## src/rtl/hua_pkg.sv

```systemverilog
// ----------------------------------------------------------------------------
// hua_pkg
// Shared types and constants for the first-fit heap unit allocator.
// ----------------------------------------------------------------------------
package hua_pkg;

    localparam int UNIT_BYTES  = 128;
    localparam int UNIT_COUNT  = 64;
    localparam int UNIT_SHIFT  = $clog2(UNIT_BYTES);
    localparam int HEAP_BYTES  = UNIT_BYTES * UNIT_COUNT;
    localparam int IDX_W       = $clog2(UNIT_COUNT);
    localparam int ENTRY_W     = 7;
    localparam int BYTES_W     = 16;
    localparam int OFF_W       = 13;
    localparam int WANT_W      = BYTES_W + 1 - UNIT_SHIFT;
    localparam int POS_W       = WANT_W + 1;

    localparam logic KIND_ALLOC = 1'b0;
    localparam logic KIND_FREE  = 1'b1;

    typedef enum logic [1:0] {
        ST_OK     = 2'd0,
        ST_NOMEM  = 2'd1,
        ST_BADPTR = 2'd2
    } status_t;

    typedef struct packed {
        logic               kind;
        logic [BYTES_W-1:0] request_bytes;
        logic [BYTES_W-1:0] block_offset;
    } req_t;

    typedef struct packed {
        status_t            status;
        logic [OFF_W-1:0]   granted_offset;
    } rsp_t;

    typedef struct packed {
        logic idle;
        logic done;
        rsp_t result;
    } ctrl_stat_t;

endpackage

```

## src/rtl/hua_ram.sv

```systemverilog
// ----------------------------------------------------------------------------
// hua_ram
// Generic single write port, single read port RAM with registered read data.
// ----------------------------------------------------------------------------
module hua_ram #(
    parameter int WIDTH = 8,
    parameter int DEPTH = 64
) (
    input  logic                     clk,
    input  logic                     we,
    input  logic [$clog2(DEPTH)-1:0] waddr,
    input  logic [WIDTH-1:0]         wdata,
    input  logic [$clog2(DEPTH)-1:0] raddr,
    output logic [WIDTH-1:0]         rdata
);

    logic [WIDTH-1:0] mem [DEPTH];
    logic [WIDTH-1:0] rdata_reg;

    always_ff @(posedge clk)
    begin
        if (we)
        begin
            mem[waddr] <= wdata;
        end
        rdata_reg <= mem[raddr];
    end

    assign rdata = rdata_reg;

endmodule

```

## src/rtl/hua_ctrl.sv

```systemverilog
// ----------------------------------------------------------------------------
// hua_ctrl
// Map sequencer: walks the unit map one entry per cycle through a shared
// adder, marks allocated runs and clears freed ones.
// ----------------------------------------------------------------------------
module hua_ctrl (
    input  logic                clk,
    input  logic                rst_n,
    input  logic                start,
    input  hua_pkg::req_t       req,
    input  logic                take,
    output hua_pkg::ctrl_stat_t stat
);

    localparam int BYTES_SUM_W = hua_pkg::BYTES_W + 1;

    typedef enum logic [6:0] {
        S_IDLE  = 7'b0000001,
        S_AHEAD = 7'b0000010,
        S_ARUN  = 7'b0000100,
        S_MARK  = 7'b0001000,
        S_FHEAD = 7'b0010000,
        S_FCLR  = 7'b0100000,
        S_DONE  = 7'b1000000
    } state_t;

    state_t                          state_reg, state_next;
    logic [hua_pkg::POS_W-1:0]       i_reg, i_next;
    logic [hua_pkg::POS_W-1:0]       n_reg, n_next;
    logic [hua_pkg::POS_W-1:0]       k_reg, k_next;
    logic [hua_pkg::POS_W-1:0]       end_reg, end_next;
    logic [hua_pkg::WANT_W-1:0]      want_reg, want_next;
    hua_pkg::rsp_t                   res_reg, res_next;
    logic [hua_pkg::UNIT_COUNT-1:0]  valid_reg, valid_next;
    logic                            rdv_reg;

    logic [hua_pkg::IDX_W-1:0]       rd_addr;
    logic                            we;
    logic [hua_pkg::ENTRY_W-1:0]     wdata;
    logic [hua_pkg::ENTRY_W-1:0]     ram_q;
    logic [hua_pkg::ENTRY_W-1:0]     entry;
    logic [hua_pkg::POS_W-1:0]       entry_ext;

    logic [hua_pkg::POS_W-1:0]       add_a, add_b, add_sum;
    logic [hua_pkg::POS_W-1:0]       inc_in, inc_out;
    logic [hua_pkg::POS_W-1:0]       k_inc;
    logic [hua_pkg::POS_W-1:0]       run_end;
    logic [hua_pkg::POS_W-1:0]       unit_lim;

    logic [BYTES_SUM_W-1:0]          bytes_sum;
    logic [hua_pkg::WANT_W-1:0]      want_in;
    logic                            bad_ptr;
    logic [hua_pkg::POS_W-1:0]       free_idx;

    hua_ram #(
        .WIDTH (hua_pkg::ENTRY_W),
        .DEPTH (hua_pkg::UNIT_COUNT)
    ) u_map (
        .clk   (clk),
        .we    (we),
        .waddr (k_reg[hua_pkg::IDX_W-1:0]),
        .wdata (wdata),
        .raddr (rd_addr),
        .rdata (ram_q)
    );

    assign entry     = rdv_reg ? ram_q : '0;
    assign entry_ext = hua_pkg::POS_W'(entry);
    assign unit_lim  = hua_pkg::POS_W'(hua_pkg::UNIT_COUNT);

    // request decode
    assign bytes_sum  = BYTES_SUM_W'(req.request_bytes) + BYTES_SUM_W'(hua_pkg::UNIT_BYTES - 1);
    assign want_in    = hua_pkg::WANT_W'(bytes_sum >> hua_pkg::UNIT_SHIFT);
    assign bad_ptr    = (32'(req.block_offset) >= hua_pkg::HEAP_BYTES) ||
                        (req.block_offset[hua_pkg::UNIT_SHIFT-1:0] != '0);
    assign free_idx   = hua_pkg::POS_W'(req.block_offset >> hua_pkg::UNIT_SHIFT);

    // shared adder and incrementers
    always_comb
    begin
        add_a  = i_reg;
        add_b  = entry_ext;
        inc_in = i_reg;
        case (state_reg)
            S_AHEAD:
            begin
                add_a  = i_reg;
                add_b  = (entry == '0) ? hua_pkg::POS_W'(want_reg) : entry_ext;
                inc_in = i_reg;
            end
            S_ARUN:
            begin
                inc_in = n_reg;
            end
            S_FHEAD:
            begin
                add_a = k_reg;
                add_b = entry_ext;
            end
            default:
            begin
                add_a  = i_reg;
                add_b  = entry_ext;
                inc_in = i_reg;
            end
        endcase
    end

    assign add_sum = add_a + add_b;
    assign inc_out = inc_in + hua_pkg::POS_W'(1);
    assign k_inc   = k_reg + hua_pkg::POS_W'(1);
    assign run_end = (state_reg == S_AHEAD) ? add_sum : end_reg;

    always_comb
    begin
        state_next = state_reg;
        i_next     = i_reg;
        n_next     = n_reg;
        k_next     = k_reg;
        end_next   = end_reg;
        want_next  = want_reg;
        res_next   = res_reg;
        valid_next = valid_reg;
        rd_addr    = '0;
        we         = 1'b0;
        wdata      = hua_pkg::ENTRY_W'(end_reg - k_reg);
        case (state_reg)
            S_IDLE:
            begin
                if (start)
                begin
                    if (req.kind == hua_pkg::KIND_ALLOC)
                    begin
                        want_next  = want_in;
                        i_next     = '0;
                        rd_addr    = '0;
                        state_next = S_AHEAD;
                    end
                    else if (bad_ptr)
                    begin
                        res_next.status         = hua_pkg::ST_BADPTR;
                        res_next.granted_offset = '0;
                        state_next              = S_DONE;
                    end
                    else
                    begin
                        k_next     = free_idx;
                        rd_addr    = free_idx[hua_pkg::IDX_W-1:0];
                        state_next = S_FHEAD;
                    end
                end
            end
            S_AHEAD, S_ARUN:
            begin
                if (entry == '0 && state_reg == S_AHEAD && want_reg == '0)
                begin
                    res_next.status         = hua_pkg::ST_OK;
                    res_next.granted_offset =
                        hua_pkg::OFF_W'({i_reg, {hua_pkg::UNIT_SHIFT{1'b0}}});
                    state_next              = S_DONE;
                end
                else if (entry == '0)
                begin
                    if (state_reg == S_AHEAD)
                    begin
                        end_next = add_sum;
                    end
                    if (inc_out == run_end)
                    begin
                        k_next     = i_reg;
                        end_next   = run_end;
                        state_next = S_MARK;
                    end
                    else if (inc_out >= unit_lim)
                    begin
                        res_next.status         = hua_pkg::ST_NOMEM;
                        res_next.granted_offset = '0;
                        state_next              = S_DONE;
                    end
                    else
                    begin
                        n_next     = inc_out;
                        rd_addr    = inc_out[hua_pkg::IDX_W-1:0];
                        state_next = S_ARUN;
                    end
                end
                else
                begin
                    // occupied: skip the run, or step past the blocking unit
                    i_next = (state_reg == S_AHEAD) ? add_sum : inc_out;
                    if (i_next < unit_lim)
                    begin
                        rd_addr    = i_next[hua_pkg::IDX_W-1:0];
                        state_next = S_AHEAD;
                    end
                    else
                    begin
                        res_next.status         = hua_pkg::ST_NOMEM;
                        res_next.granted_offset = '0;
                        state_next              = S_DONE;
                    end
                end
            end
            S_MARK:
            begin
                we                                   = 1'b1;
                valid_next[k_reg[hua_pkg::IDX_W-1:0]] = 1'b1;
                k_next                               = k_inc;
                if (k_inc == end_reg)
                begin
                    res_next.status         = hua_pkg::ST_OK;
                    res_next.granted_offset =
                        hua_pkg::OFF_W'({i_reg, {hua_pkg::UNIT_SHIFT{1'b0}}});
                    state_next              = S_DONE;
                end
            end
            S_FHEAD:
            begin
                res_next.status         = hua_pkg::ST_OK;
                res_next.granted_offset = '0;
                if (entry == '0)
                begin
                    state_next = S_DONE;
                end
                else
                begin
                    end_next   = add_sum;
                    state_next = S_FCLR;
                end
            end
            S_FCLR:
            begin
                valid_next[k_reg[hua_pkg::IDX_W-1:0]] = 1'b0;
                k_next                               = k_inc;
                if (k_inc == end_reg || k_inc >= unit_lim)
                begin
                    state_next = S_DONE;
                end
            end
            S_DONE:
            begin
                if (take)
                begin
                    state_next = S_IDLE;
                end
            end
            default:
            begin
                state_next = S_IDLE;
            end
        endcase
    end

    always_ff @(posedge clk or negedge rst_n)
    begin
        if (!rst_n)
        begin
            state_reg <= S_IDLE;
            valid_reg <= '0;
            rdv_reg   <= 1'b0;
        end
        else
        begin
            state_reg <= state_next;
            valid_reg <= valid_next;
            rdv_reg   <= valid_reg[rd_addr];
        end
    end

    always_ff @(posedge clk)
    begin
        i_reg    <= i_next;
        n_reg    <= n_next;
        k_reg    <= k_next;
        end_reg  <= end_next;
        want_reg <= want_next;
        res_reg  <= res_next;
    end

    assign stat.idle   = (state_reg == S_IDLE);
    assign stat.done   = (state_reg == S_DONE);
    assign stat.result = res_reg;

    a_start_leaves_idle: assert property (@(posedge clk) disable iff (!rst_n)
        (state_reg == S_IDLE && start) |=> (state_reg != S_IDLE))
        else $error("start did not leave idle");

    a_mark_in_run: assert property (@(posedge clk) disable iff (!rst_n)
        (state_reg == S_MARK) |-> (k_reg < end_reg && end_reg <= unit_lim))
        else $error("mark index outside run");

    a_fail_no_offset: assert property (@(posedge clk) disable iff (!rst_n)
        (state_reg == S_DONE && res_reg.status != hua_pkg::ST_OK)
        |-> (res_reg.granted_offset == '0))
        else $error("offset on failed request");

    a_valid_set_by_mark: assert property (@(posedge clk) disable iff (!rst_n)
        (state_reg != S_MARK) |=> ((valid_reg & ~$past(valid_reg)) == '0))
        else $error("map entry became valid outside mark");

    a_result_held: assert property (@(posedge clk) disable iff (!rst_n)
        (state_reg == S_DONE && !take) |=> (state_reg == S_DONE && $stable(res_reg)))
        else $error("result changed before taken");

endmodule

```

## src/rtl/heap_unit_allocator_unit.sv

```systemverilog
// ----------------------------------------------------------------------------
// heap_unit_allocator_unit
// First-fit allocator over a map of fixed size heap units.
// ----------------------------------------------------------------------------
//  channel  | signals                    | beat
//  req      | req_valid, req_stall, req  | kind, request_bytes, block_offset
//  rsp      | rsp_valid, rsp_stall, rsp  | status, granted_offset
//
//  allocate walks the map entries from unit 0, then marks each unit of the run;
//  free reads the head entry, then clears each unit of its run; a bad pointer is answered without a map read
//  the map sequencer handles one beat at a time through one map read port
//  reset frees every unit at once through per-entry valid bits
//  req_stall is high while a beat is in work; a finished result waits in the
//  sequencer while rsp is full and stalled, and no new beat is taken meanwhile
// ----------------------------------------------------------------------------
module heap_unit_allocator_unit (
    input  logic          clk,
    input  logic          rst_n,
    input  logic          req_valid,
    output logic          req_stall,
    input  hua_pkg::req_t req,
    output logic          rsp_valid,
    input  logic          rsp_stall,
    output hua_pkg::rsp_t rsp
);

    hua_pkg::ctrl_stat_t stat;
    logic                start;
    logic                take;
    logic                rsp_valid_reg, rsp_valid_next;
    hua_pkg::rsp_t       rsp_reg, rsp_next;

    assign req_stall = !stat.idle;
    assign start     = req_valid && !req_stall;
    assign take      = stat.done && (!rsp_valid_reg || !rsp_stall);

    hua_ctrl u_ctrl (
        .clk   (clk),
        .rst_n (rst_n),
        .start (start),
        .req   (req),
        .take  (take),
        .stat  (stat)
    );

    always_comb
    begin
        rsp_valid_next = rsp_valid_reg;
        rsp_next       = rsp_reg;
        if (take)
        begin
            rsp_valid_next = 1'b1;
            rsp_next       = stat.result;
        end
        else if (!rsp_stall)
        begin
            rsp_valid_next = 1'b0;
        end
    end

    always_ff @(posedge clk or negedge rst_n)
    begin
        if (!rst_n)
        begin
            rsp_valid_reg <= 1'b0;
        end
        else
        begin
            rsp_valid_reg <= rsp_valid_next;
        end
    end

    always_ff @(posedge clk)
    begin
        rsp_reg <= rsp_next;
    end

    assign rsp_valid = rsp_valid_reg;
    assign rsp       = rsp_reg;

endmodule

```

## config.mk

```make
export PLATFORM = sky130hd
export DESIGN_NAME = heap_unit_allocator_unit
export DESIGN_NICKNAME = d
export VERILOG_FILES = /design/src/rtl/hua_pkg.sv /design/src/rtl/hua_ram.sv /design/src/rtl/hua_ctrl.sv /design/src/rtl/heap_unit_allocator_unit.sv
export SDC_FILE = /design/constraint.sdc
export NUM_CORES = 1
export LEC_CHECK = 0
export BUFFER_PORTS_ARGS = -buffer_cell sky130_fd_sc_hd__clkbuf_2
export CORE_UTILIZATION = 65
export CTS_CLUSTER_SIZE = 16
export DETAILED_ROUTE_END_ITERATION = 7
export GPL_TIMING_DRIVEN = 0
export PLACE_DENSITY_LB_ADDON = 0.1
export SLEW_MARGIN = 5
export SYNTH_ARGS = -nofsm -noshare
export SYNTH_HDL_FRONTEND = slang
export SYNTH_HIERARCHICAL = 1
export SYNTH_SLANG_ARGS = --single-unit
export TNS_END_PERCENT = 1
```

## constraint.sdc

```tcl
create_clock -name clk -period 14.7 [get_ports clk]
set_input_delay 2.94 -clock clk [delete_from_list [all_inputs] [get_ports clk]]
set_output_delay 2.94 -clock clk [all_outputs]
set_load 0.02 [all_outputs]
```

==> impl_summary.md <==
Drt
In the final routed layout, each cell accounts on average for 27.5 um. The detailed router finished its first iteration with 2325 violations. Across all layers, the routed design uses 17600 vias.

The via density per instance is 6.81. The count of nets left with antenna violations once routing finished came out at 0. After detailed routing, the total wire length is 71300 um.

The first detailed-routing pass ran for 8 iterations. In the routed design, unresolved DRC markers number 4.

STA
The worst path needs 8.60 ns of the cycle, external delays included. Setup slack on the critical path of the routed design comes to 6.10 ns. Derived from the worst setup path, the maximum achievable clock frequency is 0.116 GHz. The total negative setup slack is 0 ns. The number of failing setup endpoints in the final timing report is 0. Dividing the final minimum period by the clock period gives 0.585.

The worst-case clock skew is 0.0357 ns. The hold violation total from the final report is 0. The number of max-slew violations in the final report is 0. Setup repair after global routing left no endpoint under its margin. At the pin with the least slew margin, the transition time is 1.32 ns. The tightest slew margin relative to the limit is 0.115.

Synth
For this run, the leading register cell type out of synthesis is sky130_fd_sc_hd__edfxtp_1. The count of different cell masters after synthesis is 89. The instance count of the mapped netlist is 1874. The number of flops mapped to enable cells by yosys is 525. The area of the mapped netlist is 0.0272 sq mm. In this run the mean area of a mapped cell was 14.5 sq um.

The count of synthesis-stage warnings from yosys is 6. For this run, the register share of the synthesized area comes to 0.651. For this run, asynchronously set or reset flops after synthesis account for 0.121. Synthesis inferred 605 register bits.

Clock network
The number of buffers added to fix hold violations after cts is 0. The total number of H-tree levels is 2. Counting every sink on the clock net gives 605. The CTS tree is yes.

The number of setup buffers added after CTS is 0. Clock tree synthesis inserted a total of 59 buffers. Gates resized during post-CTS repair numbered 0. The buffer cell driving the clock tree root is sky130_fd_sc_hd__clkbuf_16. The buffer depth of the longest clock path is 3. The later pin in the worst-skew pair is clocked with a latency of 0.64 ns. The post-CTS clock slew at the launch and capture registers of the worst setup and hold paths is 0.06 ns.

Global route
The global-route congestion overflow total is 0. The maximum number of pins on one net before global-route repair is 66. The number of antenna violations at the first check in global routing was 0. For this run, the total global-route usage over all layers was measured as 0.344. The first global-routing pass estimated 106000 um of wire. The number of global-route vias before repair is 17600.

Layout
The net count reported at finish is 2067. From synthesis to final layout, the design area changed by 11.8%. The number of inserted diodes is 0. The fraction of final layout cells with drive strength greater than 1 is 0.179.

The layout has 2495 filler cells. Leaving out fill and tap cells, the most frequent cell in the layout is sky130_fd_sc_hd__edfxtp_1. Leaving out fill and tap cells, the most frequent cells in the layout are 525 x sky130_fd_sc_hd__edfxtp_1, 213 x sky130_fd_sc_hd__nor2_1, 106 x sky130_fd_sc_hd__mux4_2, 89 x sky130_fd_sc_hd__nand2_1, 88 x sky130_fd_sc_hd__a21oi_1.

Min path
The path with the worst hold slack has its endpoint at rsp[9]. The path class of the tightest hold or removal check is reg2reg. The source of the worst hold timing path is u_ctrl/stat[9].

The worst hold path was traced through 0 stages.

Critical path
The register-to-register path setup slack is 6.10 ns. The most repeated library cell on the critical path is sky130_fd_sc_hd__clkbuf_1. The worst reg2reg path endpoint is u_ctrl/u_map/rdata[0]. The classification of the worst setup path is reg2reg. In this design, the stage delay of the slowest critical-path cell is 0.64 ns. Of all nets on the critical path, the largest fanout is 10. At the worst endpoint, the required time is 15.13 ns.

The critical path arrival is 9.02 ns. The critical path capture point type is a flip-flop. Counting cells, the worst reg-to-reg path comes to 26. In this run the critical register-to-register path is launched from u_ctrl/state_reg[0]. STA classifies the critical path startpoint as a flip-flop. The slowest cell on the critical path is sky130_fd_sc_hd__o21ai_0.

Power and ir drop
The maximum vdd drop is 0.122 mV. In this run the power density over the cells is 126 mW/mm^2. The static leakage is 10.3 nW.

Place
At the end of routability-driven placement, the weighted congestion stood at 1.04. In this run the tool buffered the top-level ports with 53 buffer cells. The post-DP HPWL is 49100 um. The pre-CTS setup slack is 6.45 ns.

Die
The I/O pin count is 54. The floorplan step set the die height to 207 um. The die area is 0.0427 sq mm. The effective utilization at floorplan is 0.662. The floorplan has 74 rows.

The floorplan step set the die width to 207 um. In this run the standard cell core region covers 0.0411 sq mm.

Run status
The final reports fail on design-rule violations. The flow ran to the end, but the final reports show violations.

Flow run
The max-capacitance violation count is 0.
[kinds of logic after synthesis]
family,after synthesis,share of synthesized area
adders and majority gates,20,0.00974
DFF,605,0.651
muxes,180,0.116
other,1,0.000138
AOI/OAI and AO/OA,313,0.0776
and+or+nand+nor,549,0.0976
xor gates and xnor gates,69,0.0222
buffers and inverters,137,0.0253
[critical path: cells and delay by family, from the launching register on]
family	cells	cell delay (ns)
DFF	1	0.36
AOI/OAI and AO/OA	8	3.03
muxes	2	0.75
adders and majority gates	2	0.43
buffers and inverters	8	2.67
and+or+nand+nor	6	1.14
[Yosys cell counts (7+ instances only)]
library cell | n | area [sq um]
sky130_fd_sc_hd__a211oi_1 | 22 | 165
sky130_fd_sc_hd__a21o_1 | 11 | 82.6
sky130_fd_sc_hd__a21oi_1 | 88 | 440
sky130_fd_sc_hd__a221o_1 | 9 | 90.1
sky130_fd_sc_hd__a22o_1 | 12 | 105
sky130_fd_sc_hd__a22oi_1 | 7 | 52.6
sky130_fd_sc_hd__a31oi_1 | 31 | 194
sky130_fd_sc_hd__a41oi_1 | 7 | 61.3
sky130_fd_sc_hd__and2_1 | 25 | 156
sky130_fd_sc_hd__and3_1 | 9 | 56.3
sky130_fd_sc_hd__buf_2 | 19 | 95.1
sky130_fd_sc_hd__buf_4 | 18 | 135
sky130_fd_sc_hd__buf_6 | 11 | 124
sky130_fd_sc_hd__clkbuf_1 | 53 | 199
sky130_fd_sc_hd__dfrtp_1 | 72 | 1800
sky130_fd_sc_hd__dfxtp_1 | 7 | 140
sky130_fd_sc_hd__edfxtp_1 | 525 | 15800
sky130_fd_sc_hd__ha_1 | 18 | 225
sky130_fd_sc_hd__inv_1 | 28 | 105
sky130_fd_sc_hd__mux2_2 | 29 | 327
sky130_fd_sc_hd__mux2i_1 | 44 | 440
sky130_fd_sc_hd__mux4_2 | 106 | 2390
sky130_fd_sc_hd__nand2_1 | 89 | 334
sky130_fd_sc_hd__nand2b_1 | 30 | 188
sky130_fd_sc_hd__nand3_1 | 61 | 305
sky130_fd_sc_hd__nand4_1 | 13 | 81.3
sky130_fd_sc_hd__nor2_1 | 213 | 800
sky130_fd_sc_hd__nor2b_1 | 18 | 113
sky130_fd_sc_hd__nor3_1 | 28 | 140
sky130_fd_sc_hd__nor3b_1 | 8 | 60.1
sky130_fd_sc_hd__nor4_1 | 13 | 81.3
sky130_fd_sc_hd__o211ai_1 | 13 | 97.6
sky130_fd_sc_hd__o21ai_0 | 30 | 150
sky130_fd_sc_hd__o21ai_1 | 8 | 40.0
sky130_fd_sc_hd__o221ai_1 | 11 | 96.3
sky130_fd_sc_hd__o22ai_1 | 14 | 87.6
sky130_fd_sc_hd__or3_1 | 9 | 56.3
sky130_fd_sc_hd__xnor2_1 | 44 | 385
sky130_fd_sc_hd__xor2_1 | 25 | 219
[power breakdown]
group	switching [W]	internal, W	leakage [nW]	total, W
sequential	0.0000191	0.00196	5.80	0.00198
clock	0.000643	0.000861	0.927	0.00150
combinational	0.000243	0.000115	3.59	0.000357
[through the flow]
step                area (sq um)  power [W]  hold slack [ns]   util  std cells
floorplan                  27300    0.00221            0.400      -       1880
finish                     30500    0.00384            0.422  0.741       2590
global route               30500    0.00394            0.430  0.741       2590
detailed placement         28500    0.00236            0.405  0.694       2481
global placement           28200    0.00233            0.401  0.686       2465
CTS                        30500    0.00384            0.418  0.741       2590
[worst max path at each step]
| stage | from | end | slack, ns | depth (start not counted) |
|---|---|---|---|---|
| floorplan | u_ctrl/state_reg[3] | u_ctrl/u_map/rdata[1] | 8.53 | 28 |
| global placement | u_ctrl/state_reg[3] | u_ctrl/u_map/rdata[6] | 6.60 | 28 |
| detailed placement | u_ctrl/state_reg[3] | u_ctrl/u_map/rdata[0] | 6.45 | 29 |
| CTS | u_ctrl/state_reg[4] | u_ctrl/u_map/rdata[2] | 6.37 | 27 |
| global route | u_ctrl/state_reg[3] | u_ctrl/u_map/rdata[0] | 5.67 | 28 |
| finish | u_ctrl/state_reg[0] | u_ctrl/u_map/rdata[0] | 6.10 | 26 |
[routing by layer]
metal  global-route usage  wire, um  up-vias
met3               0.0490      6550      212
li1                     -         -     7531
met4                0.155      3200        0
met5                    0         0        -
met1                0.448     26200     8768
met2                0.580     35300     1118
[layout make-up]
| type | count | area [sq um] | area share |
|---|---|---|---|
| clock buffers | 71 | 1520 | 0.0500 |
| clock inverters | 38 | 399 | 0.0131 |
| plain buffers | 104 | 564 | 0.0185 |
| inverters | 33 | 124 | 0.00407 |
| repair buffers | 69 | 551 | 0.0181 |
| multi-input cells | 1138 | 8890 | 0.292 |
| flip-flops and latches | 605 | 17700 | 0.582 |
| well taps | 532 | 666 | 0.0219 |
(Power assumes the default switching activity.)
